==> src/rtl/aa_quarter_circle_coverage_top_macros.svh <==
// Assertion helpers for the module that checks itself.
// Both expect a clock named clk and an active-low asynchronous reset named arst_n in scope.
`ifndef AA_QUARTER_CIRCLE_COVERAGE_TOP_MACROS_SVH
`define AA_QUARTER_CIRCLE_COVERAGE_TOP_MACROS_SVH

// Consequent must hold in the same cycle as the antecedent.
`define AQC_ASSERT_IMP(label, ante, cons, msg) \
	label: assert property (@(posedge clk) disable iff (!arst_n) (ante) |-> (cons)) \
		else $error(msg);

// Consequent must hold in the cycle after the antecedent.
`define AQC_ASSERT_NEXT(label, ante, cons, msg) \
	label: assert property (@(posedge clk) disable iff (!arst_n) (ante) |=> (cons)) \
		else $error(msg);

`endif

==> src/rtl/aqc_pkg.sv <==
package aqc_pkg;

	localparam int COORD_W  = 11;
	localparam int DIFF_W   = COORD_W + 1;
	localparam int DELTA_W  = DIFF_W + 1;
	localparam int SQ_W     = 24;
	// Sum of two squares needs 25 bits; one more keeps the radicand an even number of bits.
	localparam int SUM_W    = 26;
	localparam int RADIUS_W = 8;
	localparam int MASK_W   = 8;

	localparam logic [MASK_W-1:0] MASK_FULL = 8'hFF;
	localparam logic [MASK_W-1:0] MASK_NONE = 8'h00;

	localparam int APB_ADDR_W = 5;
	localparam int APB_DATA_W = 32;
	localparam int REG_IDX_W  = 3;

	localparam logic [REG_IDX_W-1:0] REG_CENTER_X      = 3'd0;
	localparam logic [REG_IDX_W-1:0] REG_CENTER_Y      = 3'd1;
	localparam logic [REG_IDX_W-1:0] REG_RADIUS        = 3'd2;
	localparam logic [REG_IDX_W-1:0] REG_QUADRANT_TOP  = 3'd3;
	localparam logic [REG_IDX_W-1:0] REG_QUADRANT_LEFT = 3'd4;

	typedef struct packed {
		logic signed [COORD_W-1:0] center_x;
		logic signed [COORD_W-1:0] center_y;
		logic [RADIUS_W-1:0]       radius;
		logic                      quadrant_top;
		logic                      quadrant_left;
	} cfg_t;

endpackage

==> src/rtl/aqc_cfg.sv <==
module aqc_cfg (
	input  logic                              clk,
	input  logic                              arst_n,
	input  logic                              psel,
	input  logic                              penable,
	input  logic                              pwrite,
	input  logic [aqc_pkg::APB_ADDR_W-1:0]    paddr,
	input  logic [aqc_pkg::APB_DATA_W-1:0]    pwdata,
	output logic [aqc_pkg::APB_DATA_W-1:0]    prdata,
	output logic                              pready,
	output aqc_pkg::cfg_t                     cfg
);
	import aqc_pkg::*;

	cfg_t                 cfg_q;
	logic [REG_IDX_W-1:0] idx;
	logic                 wr;

	// Registers sit on word boundaries; the two low address bits are not decoded.
	assign idx    = paddr[APB_ADDR_W-1:2];
	assign wr     = psel && penable && pwrite;
	assign pready = 1'b1;
	assign cfg    = cfg_q;

	always_ff @(posedge clk or negedge arst_n) begin
		if (!arst_n) begin
			cfg_q.center_x      <= '0;
			cfg_q.center_y      <= '0;
			cfg_q.radius        <= RADIUS_W'(1);
			cfg_q.quadrant_top  <= 1'b0;
			cfg_q.quadrant_left <= 1'b0;
		end else if (wr) begin
			unique case (idx)
				REG_CENTER_X:      cfg_q.center_x      <= pwdata[COORD_W-1:0];
				REG_CENTER_Y:      cfg_q.center_y      <= pwdata[COORD_W-1:0];
				REG_RADIUS:        cfg_q.radius        <= pwdata[RADIUS_W-1:0];
				REG_QUADRANT_TOP:  cfg_q.quadrant_top  <= pwdata[0];
				REG_QUADRANT_LEFT: cfg_q.quadrant_left <= pwdata[0];
				default: ;
			endcase
		end
	end

	always_comb begin
		unique case (idx)
			REG_CENTER_X: begin
				prdata = {{(APB_DATA_W-COORD_W){cfg_q.center_x[COORD_W-1]}}, cfg_q.center_x};
			end
			REG_CENTER_Y: begin
				prdata = {{(APB_DATA_W-COORD_W){cfg_q.center_y[COORD_W-1]}}, cfg_q.center_y};
			end
			REG_RADIUS:        prdata = {{(APB_DATA_W-RADIUS_W){1'b0}}, cfg_q.radius};
			REG_QUADRANT_TOP:  prdata = {{(APB_DATA_W-1){1'b0}}, cfg_q.quadrant_top};
			REG_QUADRANT_LEFT: prdata = {{(APB_DATA_W-1){1'b0}}, cfg_q.quadrant_left};
			default:           prdata = '0;
		endcase
	end

endmodule

==> src/rtl/aqc_front.sv <==
module aqc_front (
	input  logic                                clk,
	input  logic                                arst_n,
	input  logic                                en,
	input  logic                                in_valid,
	input  logic signed [aqc_pkg::COORD_W-1:0]  pixel_x,
	input  logic signed [aqc_pkg::COORD_W-1:0]  pixel_y,
	input  aqc_pkg::cfg_t                       cfg,
	output logic                                out_valid,
	output logic                                out_wrong,
	output logic [aqc_pkg::SUM_W-1:0]           out_sum
);
	import aqc_pkg::*;

	logic signed [DIFF_W-1:0]    diff_x, diff_y;
	logic signed [2*DELTA_W-1:0] prod_x, prod_y;

	logic                      valid_s1, wrong_s1;
	logic signed [DELTA_W-1:0] dx_s1, dy_s1;
	logic                      valid_s2, wrong_s2;
	logic [SQ_W-1:0]           dx2_s2, dy2_s2;
	logic                      valid_s3, wrong_s3;
	logic [SUM_W-1:0]          sum_s3;

	assign diff_x = {pixel_x[COORD_W-1], pixel_x} - {cfg.center_x[COORD_W-1], cfg.center_x};
	assign diff_y = {pixel_y[COORD_W-1], pixel_y} - {cfg.center_y[COORD_W-1], cfg.center_y};

	assign prod_x = dx_s1 * dx_s1;
	assign prod_y = dy_s1 * dy_s1;

	always_ff @(posedge clk or negedge arst_n) begin
		if (!arst_n) begin
			valid_s1 <= 1'b0;
			valid_s2 <= 1'b0;
			valid_s3 <= 1'b0;
		end else if (en) begin
			valid_s1 <= in_valid;
			valid_s2 <= valid_s1;
			valid_s3 <= valid_s2;
		end
	end

	always_ff @(posedge clk) begin
		if (en) begin
			// The doubled offset plus one is odd, so its sign is the sign of the difference.
			dx_s1    <= {diff_x, 1'b1};
			dy_s1    <= {diff_y, 1'b1};
			wrong_s1 <= (cfg.quadrant_left ^ diff_x[DIFF_W-1])
				|| (cfg.quadrant_top ^ diff_y[DIFF_W-1]);
			dx2_s2   <= prod_x[SQ_W-1:0];
			dy2_s2   <= prod_y[SQ_W-1:0];
			wrong_s2 <= wrong_s1;
			sum_s3   <= SUM_W'(dx2_s2) + SUM_W'(dy2_s2);
			wrong_s3 <= wrong_s2;
		end
	end

	assign out_valid = valid_s3;
	assign out_wrong = wrong_s3;
	assign out_sum   = sum_s3;

endmodule

==> src/rtl/aqc_isqrt.sv <==
module aqc_isqrt #(
	parameter int FRAC_BITS = 8
) (
	input  logic                                          clk,
	input  logic                                          arst_n,
	input  logic                                          en,
	input  logic                                          in_valid,
	input  logic                                          in_wrong,
	input  logic [aqc_pkg::SUM_W-1:0]                     in_sum,
	output logic                                          out_valid,
	output logic                                          out_wrong,
	output logic [(aqc_pkg::SUM_W+2*FRAC_BITS)/2-1:0]     out_root
);
	import aqc_pkg::*;

	localparam int RW   = SUM_W + 2*FRAC_BITS;
	localparam int QW   = RW / 2;
	localparam int REMW = QW + 2;

	// One result bit per stage: restoring digit-by-digit square root.
	logic [RW-1:0]   rad_s   [QW];
	logic [QW-1:0]   root_s  [QW];
	logic [REMW-1:0] rem_s   [QW];
	logic            valid_s [QW];
	logic            wrong_s [QW];

	for (genvar i = 0; i < QW; i++) begin : g_step
		logic [RW-1:0]   rad_in;
		logic [QW-1:0]   root_in;
		logic [REMW-1:0] rem_in;
		logic            valid_in, wrong_in;
		logic [REMW-1:0] trial, test;
		logic            take;

		if (i == 0) begin : g_first
			assign rad_in   = {in_sum, {(2*FRAC_BITS){1'b0}}};
			assign root_in  = '0;
			assign rem_in   = '0;
			assign valid_in = in_valid;
			assign wrong_in = in_wrong;
		end else begin : g_next
			assign rad_in   = rad_s[i-1];
			assign root_in  = root_s[i-1];
			assign rem_in   = rem_s[i-1];
			assign valid_in = valid_s[i-1];
			assign wrong_in = wrong_s[i-1];
		end

		assign trial = {rem_in[REMW-3:0], rad_in[RW-1:RW-2]};
		assign test  = {root_in, 2'b01};
		assign take  = trial >= test;

		always_ff @(posedge clk or negedge arst_n) begin
			if (!arst_n) begin
				valid_s[i] <= 1'b0;
			end else if (en) begin
				valid_s[i] <= valid_in;
			end
		end

		always_ff @(posedge clk) begin
			if (en) begin
				rad_s[i]   <= {rad_in[RW-3:0], 2'b00};
				root_s[i]  <= {root_in[QW-2:0], take};
				rem_s[i]   <= take ? (trial - test) : trial;
				wrong_s[i] <= wrong_in;
			end
		end
	end

	assign out_valid = valid_s[QW-1];
	assign out_wrong = wrong_s[QW-1];
	assign out_root  = root_s[QW-1];

endmodule

==> src/rtl/aqc_mask.sv <==
module aqc_mask #(
	parameter int FRAC_BITS = 8
) (
	input  logic                                          clk,
	input  logic                                          arst_n,
	input  logic                                          en,
	input  logic                                          in_valid,
	input  logic                                          in_wrong,
	input  logic [(aqc_pkg::SUM_W+2*FRAC_BITS)/2-1:0]     in_root,
	input  logic [aqc_pkg::RADIUS_W-1:0]                  radius,
	output logic                                          out_valid,
	output logic [aqc_pkg::MASK_W-1:0]                    out_mask
);
	import aqc_pkg::*;

	localparam int QW = (SUM_W + 2*FRAC_BITS) / 2;
	localparam int CW = QW + 2;
	localparam int XW = FRAC_BITS + 1;
	localparam int PW = XW + MASK_W;
	localparam logic signed [CW-1:0] ONE2 = CW'(2) << FRAC_BITS;

	logic [CW-1:0]        edge_lim;
	logic signed [CW-1:0] span;
	logic [XW-1:0]        frac;
	logic [PW-1:0]        scaled;
	logic [MASK_W-1:0]    mask_nx;

	logic                 valid_s1, wrong_s1;
	logic signed [CW-1:0] c2_s1;
	logic                 valid_s2;
	logic [MASK_W-1:0]    mask_s2;

	// Twice the outer edge, r + 0.5, in the same fixed point as the doubled distance.
	assign edge_lim = {{(CW-RADIUS_W-1-FRAC_BITS){1'b0}}, radius, 1'b1, {FRAC_BITS{1'b0}}};

	assign span   = ONE2 - c2_s1;
	assign frac   = span[XW-1:0];
	assign scaled = {frac, {MASK_W{1'b0}}} - PW'(frac);

	always_comb begin
		priority if (wrong_s1 || c2_s1 <= 0) begin
			mask_nx = MASK_FULL;
		end else if (c2_s1 >= ONE2) begin
			mask_nx = MASK_NONE;
		end else begin
			mask_nx = scaled[PW-1:XW];
		end
	end

	always_ff @(posedge clk or negedge arst_n) begin
		if (!arst_n) begin
			valid_s1 <= 1'b0;
			valid_s2 <= 1'b0;
		end else if (en) begin
			valid_s1 <= in_valid;
			valid_s2 <= valid_s1;
		end
	end

	always_ff @(posedge clk) begin
		if (en) begin
			c2_s1    <= $signed(edge_lim) - $signed(CW'(in_root));
			wrong_s1 <= in_wrong;
			mask_s2  <= mask_nx;
		end
	end

	assign out_valid = valid_s2;
	assign out_mask  = mask_s2;

endmodule

==> src/rtl/aa_quarter_circle_coverage_top.sv <==
// Anti-aliased quarter circle coverage mask. Each word on the pixel channel is one pixel
// coordinate; each word on the mask channel is its 8-bit blend mask, 0 for full colour and 255
// for full background, in the same order. Pixels on the far side of the configured centre in x
// or y get 255; others are graded by the distance of the pixel centre from the circle centre,
// with a one pixel wide soft edge centred on the radius. The block takes one pixel every
// clock while the skid stage is empty and has no dependence between pixels, so a raster
// walker can stream a whole corner box without gaps. An accepted pixel passes through the
// front stages, which form the offsets, their squares and their sum, then the square-root
// chain, one result bit per stage and longer for a larger FRAC_BITS, then the mask stages,
// which form the coverage and scale it, and last the output register. The pipeline moves
// only while the skid stage behind the output register is empty, so a stalled consumer holds
// every word in place and nothing is lost or repeated. Registers (centre x and y, radius,
// quadrant top, quadrant left) sit at byte addresses 0, 4, 8, 12 and 16 of the APB port and
// must only be written while no pixel is in flight. There is no clearing pass after reset.
`include "aa_quarter_circle_coverage_top_macros.svh"

module aa_quarter_circle_coverage_top #(
	parameter int FRAC_BITS = 8
) (
	input  logic                                clk,
	input  logic                                arst_n,
	input  logic                                psel,
	input  logic                                penable,
	input  logic                                pwrite,
	input  logic [aqc_pkg::APB_ADDR_W-1:0]      paddr,
	input  logic [aqc_pkg::APB_DATA_W-1:0]      pwdata,
	output logic [aqc_pkg::APB_DATA_W-1:0]      prdata,
	output logic                                pready,
	input  logic                                pixel_valid,
	output logic                                pixel_ready,
	input  logic signed [aqc_pkg::COORD_W-1:0]  pixel_x,
	input  logic signed [aqc_pkg::COORD_W-1:0]  pixel_y,
	output logic                                mask_valid,
	input  logic                                mask_ready,
	output logic [aqc_pkg::MASK_W-1:0]          mask_value
);
	import aqc_pkg::*;

	localparam int QW = (SUM_W + 2*FRAC_BITS) / 2;

	cfg_t              cfg;
	logic              en;
	logic              front_valid, front_wrong;
	logic [SUM_W-1:0]  front_sum;
	logic              root_valid, root_wrong;
	logic [QW-1:0]     root;
	logic              res_valid;
	logic [MASK_W-1:0] res_mask;

	logic              out_valid_q;
	logic [MASK_W-1:0] out_mask_q;
	logic              skid_valid_q;
	logic [MASK_W-1:0] skid_mask_q;
	logic              pop, push;

	aqc_cfg u_cfg (
		.clk     (clk),
		.arst_n  (arst_n),
		.psel    (psel),
		.penable (penable),
		.pwrite  (pwrite),
		.paddr   (paddr),
		.pwdata  (pwdata),
		.prdata  (prdata),
		.pready  (pready),
		.cfg     (cfg)
	);

	// The whole pipeline advances together; it stops only when the skid stage holds a word.
	assign en          = !skid_valid_q;
	assign pixel_ready = en;

	aqc_front u_front (
		.clk       (clk),
		.arst_n    (arst_n),
		.en        (en),
		.in_valid  (pixel_valid),
		.pixel_x   (pixel_x),
		.pixel_y   (pixel_y),
		.cfg       (cfg),
		.out_valid (front_valid),
		.out_wrong (front_wrong),
		.out_sum   (front_sum)
	);

	aqc_isqrt #(
		.FRAC_BITS (FRAC_BITS)
	) u_isqrt (
		.clk       (clk),
		.arst_n    (arst_n),
		.en        (en),
		.in_valid  (front_valid),
		.in_wrong  (front_wrong),
		.in_sum    (front_sum),
		.out_valid (root_valid),
		.out_wrong (root_wrong),
		.out_root  (root)
	);

	aqc_mask #(
		.FRAC_BITS (FRAC_BITS)
	) u_mask (
		.clk       (clk),
		.arst_n    (arst_n),
		.en        (en),
		.in_valid  (root_valid),
		.in_wrong  (root_wrong),
		.in_root   (root),
		.radius    (cfg.radius),
		.out_valid (res_valid),
		.out_mask  (res_mask)
	);

	// Output register with a skid stage behind it. A word leaving the pipeline goes to the
	// output register when that is free or being emptied, otherwise into the skid stage.
	assign pop  = out_valid_q && mask_ready;
	assign push = en && res_valid;

	always_ff @(posedge clk or negedge arst_n) begin
		if (!arst_n) begin
			out_valid_q  <= 1'b0;
			skid_valid_q <= 1'b0;
		end else begin
			priority if (skid_valid_q) begin
				if (pop) begin
					skid_valid_q <= 1'b0;
				end
			end else if (push) begin
				out_valid_q  <= 1'b1;
				skid_valid_q <= out_valid_q && !mask_ready;
			end else if (pop) begin
				out_valid_q <= 1'b0;
			end
		end
	end

	always_ff @(posedge clk) begin
		priority if (skid_valid_q) begin
			if (pop) begin
				out_mask_q <= skid_mask_q;
			end
		end else if (push) begin
			if (out_valid_q && !mask_ready) begin
				skid_mask_q <= res_mask;
			end else begin
				out_mask_q <= res_mask;
			end
		end
	end

	assign mask_valid = out_valid_q;
	assign mask_value = out_mask_q;

	// The skid stage is only ever filled behind a waiting output word.
	`AQC_ASSERT_IMP(a_skid_behind_out, skid_valid_q, out_valid_q, "skid full, output empty")
	// A word arriving at a stalled output must land in the skid stage.
	`AQC_ASSERT_NEXT(a_stall_to_skid, push && out_valid_q && !mask_ready, skid_valid_q, "word lost")
	// Draining the skid stage moves its word forward and frees the pipeline.
	`AQC_ASSERT_NEXT(a_skid_drain, skid_valid_q && pop, mask_valid && !skid_valid_q, "skid stuck")

endmodule
==> config.mk <==
export PLATFORM = sky130hd
export DESIGN_NAME = aa_quarter_circle_coverage_top
export DESIGN_NICKNAME = d
export VERILOG_FILES = /design/src/rtl/aqc_pkg.sv /design/src/rtl/aqc_cfg.sv /design/src/rtl/aqc_front.sv /design/src/rtl/aqc_isqrt.sv /design/src/rtl/aqc_mask.sv /design/src/rtl/aa_quarter_circle_coverage_top.sv
export VERILOG_INCLUDE_DIRS = /design/src /design/src/rtl
export SDC_FILE = /design/constraint.sdc
export NUM_CORES = 2
export LEC_CHECK = 0
export ABC_AREA = 1
export BUFFER_PORTS_ARGS = -buffer_cell sky130_fd_sc_hd__buf_2
export CORE_ASPECT_RATIO = 1.5
export CORE_UTILIZATION = 65
export DETAILED_ROUTE_END_ITERATION = 10
export GPL_TIMING_DRIVEN = 0
export PLACE_DENSITY = 0.82
export SLEW_MARGIN = 20
export SYNTH_ARGS = -nofsm -noshare
export SYNTH_HDL_FRONTEND = slang
export SYNTH_SLANG_ARGS = --single-unit
==> constraint.sdc <==
create_clock -name clk -period 58.7 [get_ports clk]
set_clock_uncertainty 0.2 [all_clocks]
set_input_delay 11.74 -clock clk [delete_from_list [all_inputs] [get_ports clk]]
set_output_delay 11.74 -clock clk [all_outputs]
set_load 0.02 [all_outputs]
Word-level counts from Yosys, hierarchy flattened
Memories as Yosys holds them, arrays and structs flattened. A register that Yosys moved wholly into a read port is not among the register bits.
Index checks and enable logic that the tools add are counted.
{"block": "word_totals", "regBits": 207, "mem_bits_rw": 1785, "inputBits": 66, "out_inout_bits": 43, "wordCells": 164, "n_memories": 4}
{"block": "classes", "addsub": 27, "multipliers": 2, "n_lt_le_gt_ge": 23, "eq_ne": 6, "mux": 33, "n_bitwise": 3, "reduce_logical": 21}
{"name": "u_isqrt.rad_s", "words": 21, "width": 40, "read_ports": 20, "rd_ports_with_merged_regs": 0, "wr": 21, "line": "aqc_isqrt.sv:21", "rtl": "logic [RW-1:0] rad_s [QW];"}
{"name": "u_isqrt.rem_s", "words": 21, "width": 23, "read_ports": 20, "rd_ports_with_merged_regs": 0, "wr": 21, "line": "aqc_isqrt.sv:23", "rtl": "logic [REMW-1:0] rem_s [QW];"}
{"name": "u_isqrt.root_s", "words": 21, "width": 21, "read_ports": 21, "rd_ports_with_merged_regs": 0, "wr": 21, "line": "aqc_isqrt.sv:22", "rtl": "logic [QW-1:0] root_s [QW];"}
{"name": "u_isqrt.wrong_s", "words": 21, "width": 1, "read_ports": 21, "rd_ports_with_merged_regs": 1, "wr": 21, "line": "aqc_isqrt.sv:25", "rtl": "logic wrong_s [QW];"}
{"op": "two-way mux 23 bit", "n": 21}
{"op": "greater-or-equal comparator 23 bit", "n": 20}
{"op": "subtractor 23 bit", "n": 20}
{"op": "one-hot mux 32 bit (5 select lines)", "n": 1}
{"op": "multiplier 13 x 13 -> 24 bit", "n": 2}
{"op": "two-way mux 8 bit", "n": 5}
{"op": "adder 24 x 24 -> 25 bit", "n": 1}
{"op": "subtractor 11 x 11 -> 12 bit", "n": 2}
{"op": "greater-or-equal comparator 22 x 11 -> 1 bit, second input constant", "n": 1}
{"op": "less-or-equal comparator 22 x 1 -> 1 bit, second input constant", "n": 1}
{"op": "subtractor 17 x 21 -> 22 bit", "n": 1}
{"op": "subtractor 17 x 9 -> 17 bit", "n": 1}
{"op": "AND reduction 2 bit", "n": 6}
{"op": "subtractor 1 x 9 -> 9 bit, first input constant", "n": 1}
{"op": "== test 3 x 2 -> 1 bit, second input constant", "n": 2}
{"op": "two-way mux 1 bit", "n": 6}
{"op": "AND reduction 3 bit", "n": 2}
{"op": "logical AND 1 bit", "n": 5}
{"op": "nonzero test 2 bit", "n": 2}
{"op": "== test 3 x 1 -> 1 bit, second input constant", "n": 1}
{"op": "== test 3 bit, second input constant", "n": 1}
{"op": "logical NOT 1 bit", "n": 3}
{"op": "logical NOT 3 bit", "n": 1}
{"op": "subtractor 2 x 1 -> 3 bit, second input constant", "n": 1}
{"op": "6 further kinds", "n": 8}

Longest topological paths before layout
{"block": "logic_depth", "depth_word": 5, "depth_mapped": 25, "ltp_nobuf": 24}

Modules after synthesis
A second synthesis with hierarchy kept.
{"block": "unflattened", "hier_cells": 7750, "area_unflattened_um2": 67773.8}
{"module": "aqc_isqrt", "n_inst": 1, "cells_per_inst": 5271, "area_per_inst_um2": 46452.1}
{"module": "aqc_front", "n_inst": 1, "cells_per_inst": 1920, "area_per_inst_um2": 16549.6}
{"module": "aqc_mask", "n_inst": 1, "cells_per_inst": 283, "area_per_inst_um2": 2354.8}
{"module": "aqc_cfg", "n_inst": 1, "cells_per_inst": 217, "area_per_inst_um2": 1714.1}
{"module": "aa_quarter_circle_coverage_top", "n_inst": 1, "cells_per_inst": 59, "area_per_inst_um2": 703.2}

Worst setup path after synthesis
OpenSTA, ideal clock, no wires.
{"block": "synth_timing", "path_kind": "reg2out", "startpoint": "register skid_valid_q", "endpoint": "output pixel_ready", "arrival_time_ns": 24.911, "path_slack_ns": 21.849, "path_stages_with_launch": 4, "path_cell_list": "dfrtp_1 -> clkbuf_1 -> clkinv_1 -> clkbuf_1"}
{"block": "synth_via", "elab_chain_cells": 1}
{"item": "from (decl)", "line": "aa_quarter_circle_coverage_top.sv:52", "rtl": "logic skid_valid_q;"}
{"item": "from (signal assigned)", "line": "aa_quarter_circle_coverage_top.sv:130", "rtl": "skid_valid_q <= out_valid_q && !mask_ready;"}
{"item": "logical NOT 1 bit", "line": "aa_quarter_circle_coverage_top.sv:70", "rtl": "assign en = !skid_valid_q;"}
{"item": "to (decl)", "line": "aa_quarter_circle_coverage_top.sv:30", "rtl": "output logic pixel_ready,"}
No other way between the ends.

Worst setup path in the final report
{"block": "layout_timing", "startpoint": "input paddr[4] (netlist name)", "endpoint": "output prdata[5] (netlist name)"}
{"block": "layout_via", "elab_chain_cells": 2}
{"item": "from (decl)", "line": "aa_quarter_circle_coverage_top.sv:25", "rtl": "input logic [aqc_pkg::APB_ADDR_W-1:0] paddr,"}
{"item": "== test 3 bit, or another cell as far along", "line": "aqc_cfg.sv:45", "rtl": "unique case (idx)"}
{"item": "one-hot mux 32 bit (5 select lines) *", "line": "aqc_cfg.sv:45"}
{"item": "to (decl)", "line": "aa_quarter_circle_coverage_top.sv:27", "rtl": "output logic [aqc_pkg::APB_DATA_W-1:0] prdata,"}
Mark *: on every way between the ends. The rest lies on a longest branch, timed or not.

==> reports/metrics.cfg <==
[status]
status = completed

[global_routing]
grt_overflow = 0
met1_usage_pct = 31.8
antenna_found_initial = 11
grt_usage_pct = 32.9
grt_busiest_layer = met2
grt_pass1_wl_mm = 252
grt_pass1_vias = 49848
grt_max_degree = 61
use_met3_pct = 5.05
use_met2_pct = 63.0

[logic_synthesis]
synthesis.nets = 7638
syn_inst = 6862
syn-cell-area_mm2 = 0.0640
synth.ff_latch_count = 967
synth_top_area_share_pct = 42.6
ys.flop_type = edfxtp_1
syn_avg_cell_area_um2 = 9.33
async_flop_share_pct = 6.20
synth_edf_count = 907
yosysSeqAreaShare_pct = 44.9
synth.distinct_cells = 67
synth_top_cell_by_area = edfxtp_1
netlist_top_cells_area = edfxtp_1 (43%), fa_1 (8.6%), nand2_1 (8.6%), ha_1 (8.5%), inv_1 (6.8%)
ys_warn_count = 0

[floorplanning]
die_x_um = 258
row_count = 140
start_util_pct = 65.7
die_area_mm2 = 0.0998
core_area_mm2 = 0.0974
fp.dieH_um = 386
pin_count = 109

[critical_path]
reg2reg_depth = 20
rrSetupSlack_ns = 51.63
reg2reg_from = u_front.dy_s1[3]
cp-end-kind = output pin
startpoint_type = input pin
cp.arrival_ns = 13.58
r2r-end = u_front.dy2_s2[22]
crit_type = input pin to output pin
cp.required_ns = 46.76
crit_path_max_fanout = 10

[sta]
worstMarginPinSlew_ns = 0.988
slew_headroom_pct = 33.6
tns_ns = 0
hold_viol = 0
clock.fmax_mhz = 39.2
setup_viol = 0
min_period_ns = 25.52
finalCritPeriodShare_pct = 43.5
report.final.slew_viol_count = 0
rsz0062_at_grt = no

[placement]
dp.final_hpwl_mm = 127
place_congestion = 1.02
numPortBuffers = 84

[clock_tree]
clk_latency_ns = 0.71
postCtsSetupBuffers = 0
path_clk_slew_ns = 0.06
cts_tree = done
ctsResizeCount = 0
cts_inserted_buffers = 91
hold_buffers = 0
htree_levels = 3
cts_root_buf = clkbuf_16
clock-sinks = 967
clk_path_buf_depth = 3

[min_path]
hp-class = flip-flop to flip-flop
hp-start = u_isqrt.rad_s[1][34]
worstHoldEndpoint = u_isqrt.rad_s[2][36]
holdPathStages = 0

[routing]
wire_per_inst_um = 19.2
ant_nets = 0
drc_errors = 0
drtIter0Drc = 3290
avgViaCountPerCell = 5.72
first_pass_iters = 8
num_vias = 48203
wirelength_mm = 162

[run]
cap_violations = 0

[cells_and_area]
area_growth_pct = 9.08
nets = 7834
layout_commonest_cell = nand2_1
drive_gt1_share_pct = 6.31
layout_common_cells = nand2_1 (1462), inv_1 (1152), edfxtp_1 (907)

cell type report:
type                            instances  area [um^2]
Clock buffer                          102         2330
Fill cell                            7223        27600
Multi-Input combinational cell       4606        30200
Timing Repair Buffer                  103          896
Sequential cell                       967        28700
Clock inverter                         68          962
Antenna cell                            7         17.5
Tap cell                             1278         1600
Buffer                                107          637
Inverter                             1182         4440
through the flow:
step / std cells / instance area [um^2] / worst slack, ns / utilization (%) / hold slack (ns)
2_1_floorplan: 6862 / 64000 / 21.85 / - / 0.200
3_3_place_gp: 8224 / 66000 / 10.87 / 67.8 / 0.200
3_5_place_dp: 8243 / 66500 / 33.29 / 68.3 / 0.205
4_1_cts: 8413 / 69800 / 33.29 / 71.7 / 0.201
5_1_grt: 8416 / 69800 / 33.21 / 71.7 / 0.214
6_report: 8420 / 69800 / 33.18 / 71.7 / 0.210
Yosys cell counts, types with 11 or more instances:
cell type	number
a31oi_1	19
nand3b_1	37
o21ai_1	137
xnor2_1	152
nor2_1	555
o21ai_0	230
buf_4	38
a21o_1	26
nor4_1	17
inv_1	1152
buf_2	17
edfxtp_1	907
nand4_1	96
xor2_1	184
a21oi_1	393
fa_1	275
a21oi_2	16
o21bai_1	31
o211ai_1	11
nor3_1	69
nand3_1	281
o21a_1	15
or2_2	36
ha_1	435
clkbuf_1	43
dfrtp_1	59
nand2_1	1462
inv_2	23
cell families after synthesis:
group           share of synthesized area [%]
compound gates                           8.01
xor+xnor                                 4.63
fa+ha+maj                                17.1
buf+inv                                  7.93
flops                                    44.9
other cells                            0.0117
simple gates                             17.4
sequential cells by signal, indices dropped and copies added (netlist names), 12 cells and up:
signal,flops
u_isqrt.g_step.valid_in,20
u_isqrt.rem_s,382
u_isqrt.root_s,231
u_cfg.cfg,32
u_isqrt.rad_s,132
u_front.out_sum,23
u_front.dx_s1,12
u_isqrt.wrong_s,21
u_front.dy2_s2,22
u_front.dy_s1,12
u_mask.c2_s1,22
u_front.dx2_s2,22
worst max-delay path by stage:
stage	startpoint	endpoint
floorplan	skid_valid_q	pixel_ready
global placement	skid_valid_q	pixel_ready
detailed placement	paddr[4]	prdata[4]
CTS	paddr[4]	prdata[4]
global route	paddr[4]	prdata[4]
finish	paddr[4]	prdata[5]
critical path, stage by stage:
cell and delay, ns:
buf_2 0.14, nor3_1 0.35, clkinv_1 0.44, o221ai_1 0.54, buf_2 0.35
per-layer routing:
metal | vias to the layer above | share of wire (%) | wire length [um]
met3 | 660 | 5.2 | 8490
met2 | 1652 | 54 | 87500
met4 | 2 | 7.6 | 12400
met5 | - | 0.0080 | 13
li1 | 22955 | - | -
met1 | 22934 | 33 | 53600
Power is not shown: default switching activity piles up to over one toggle a cycle in this logic, so the estimate is an artifact.
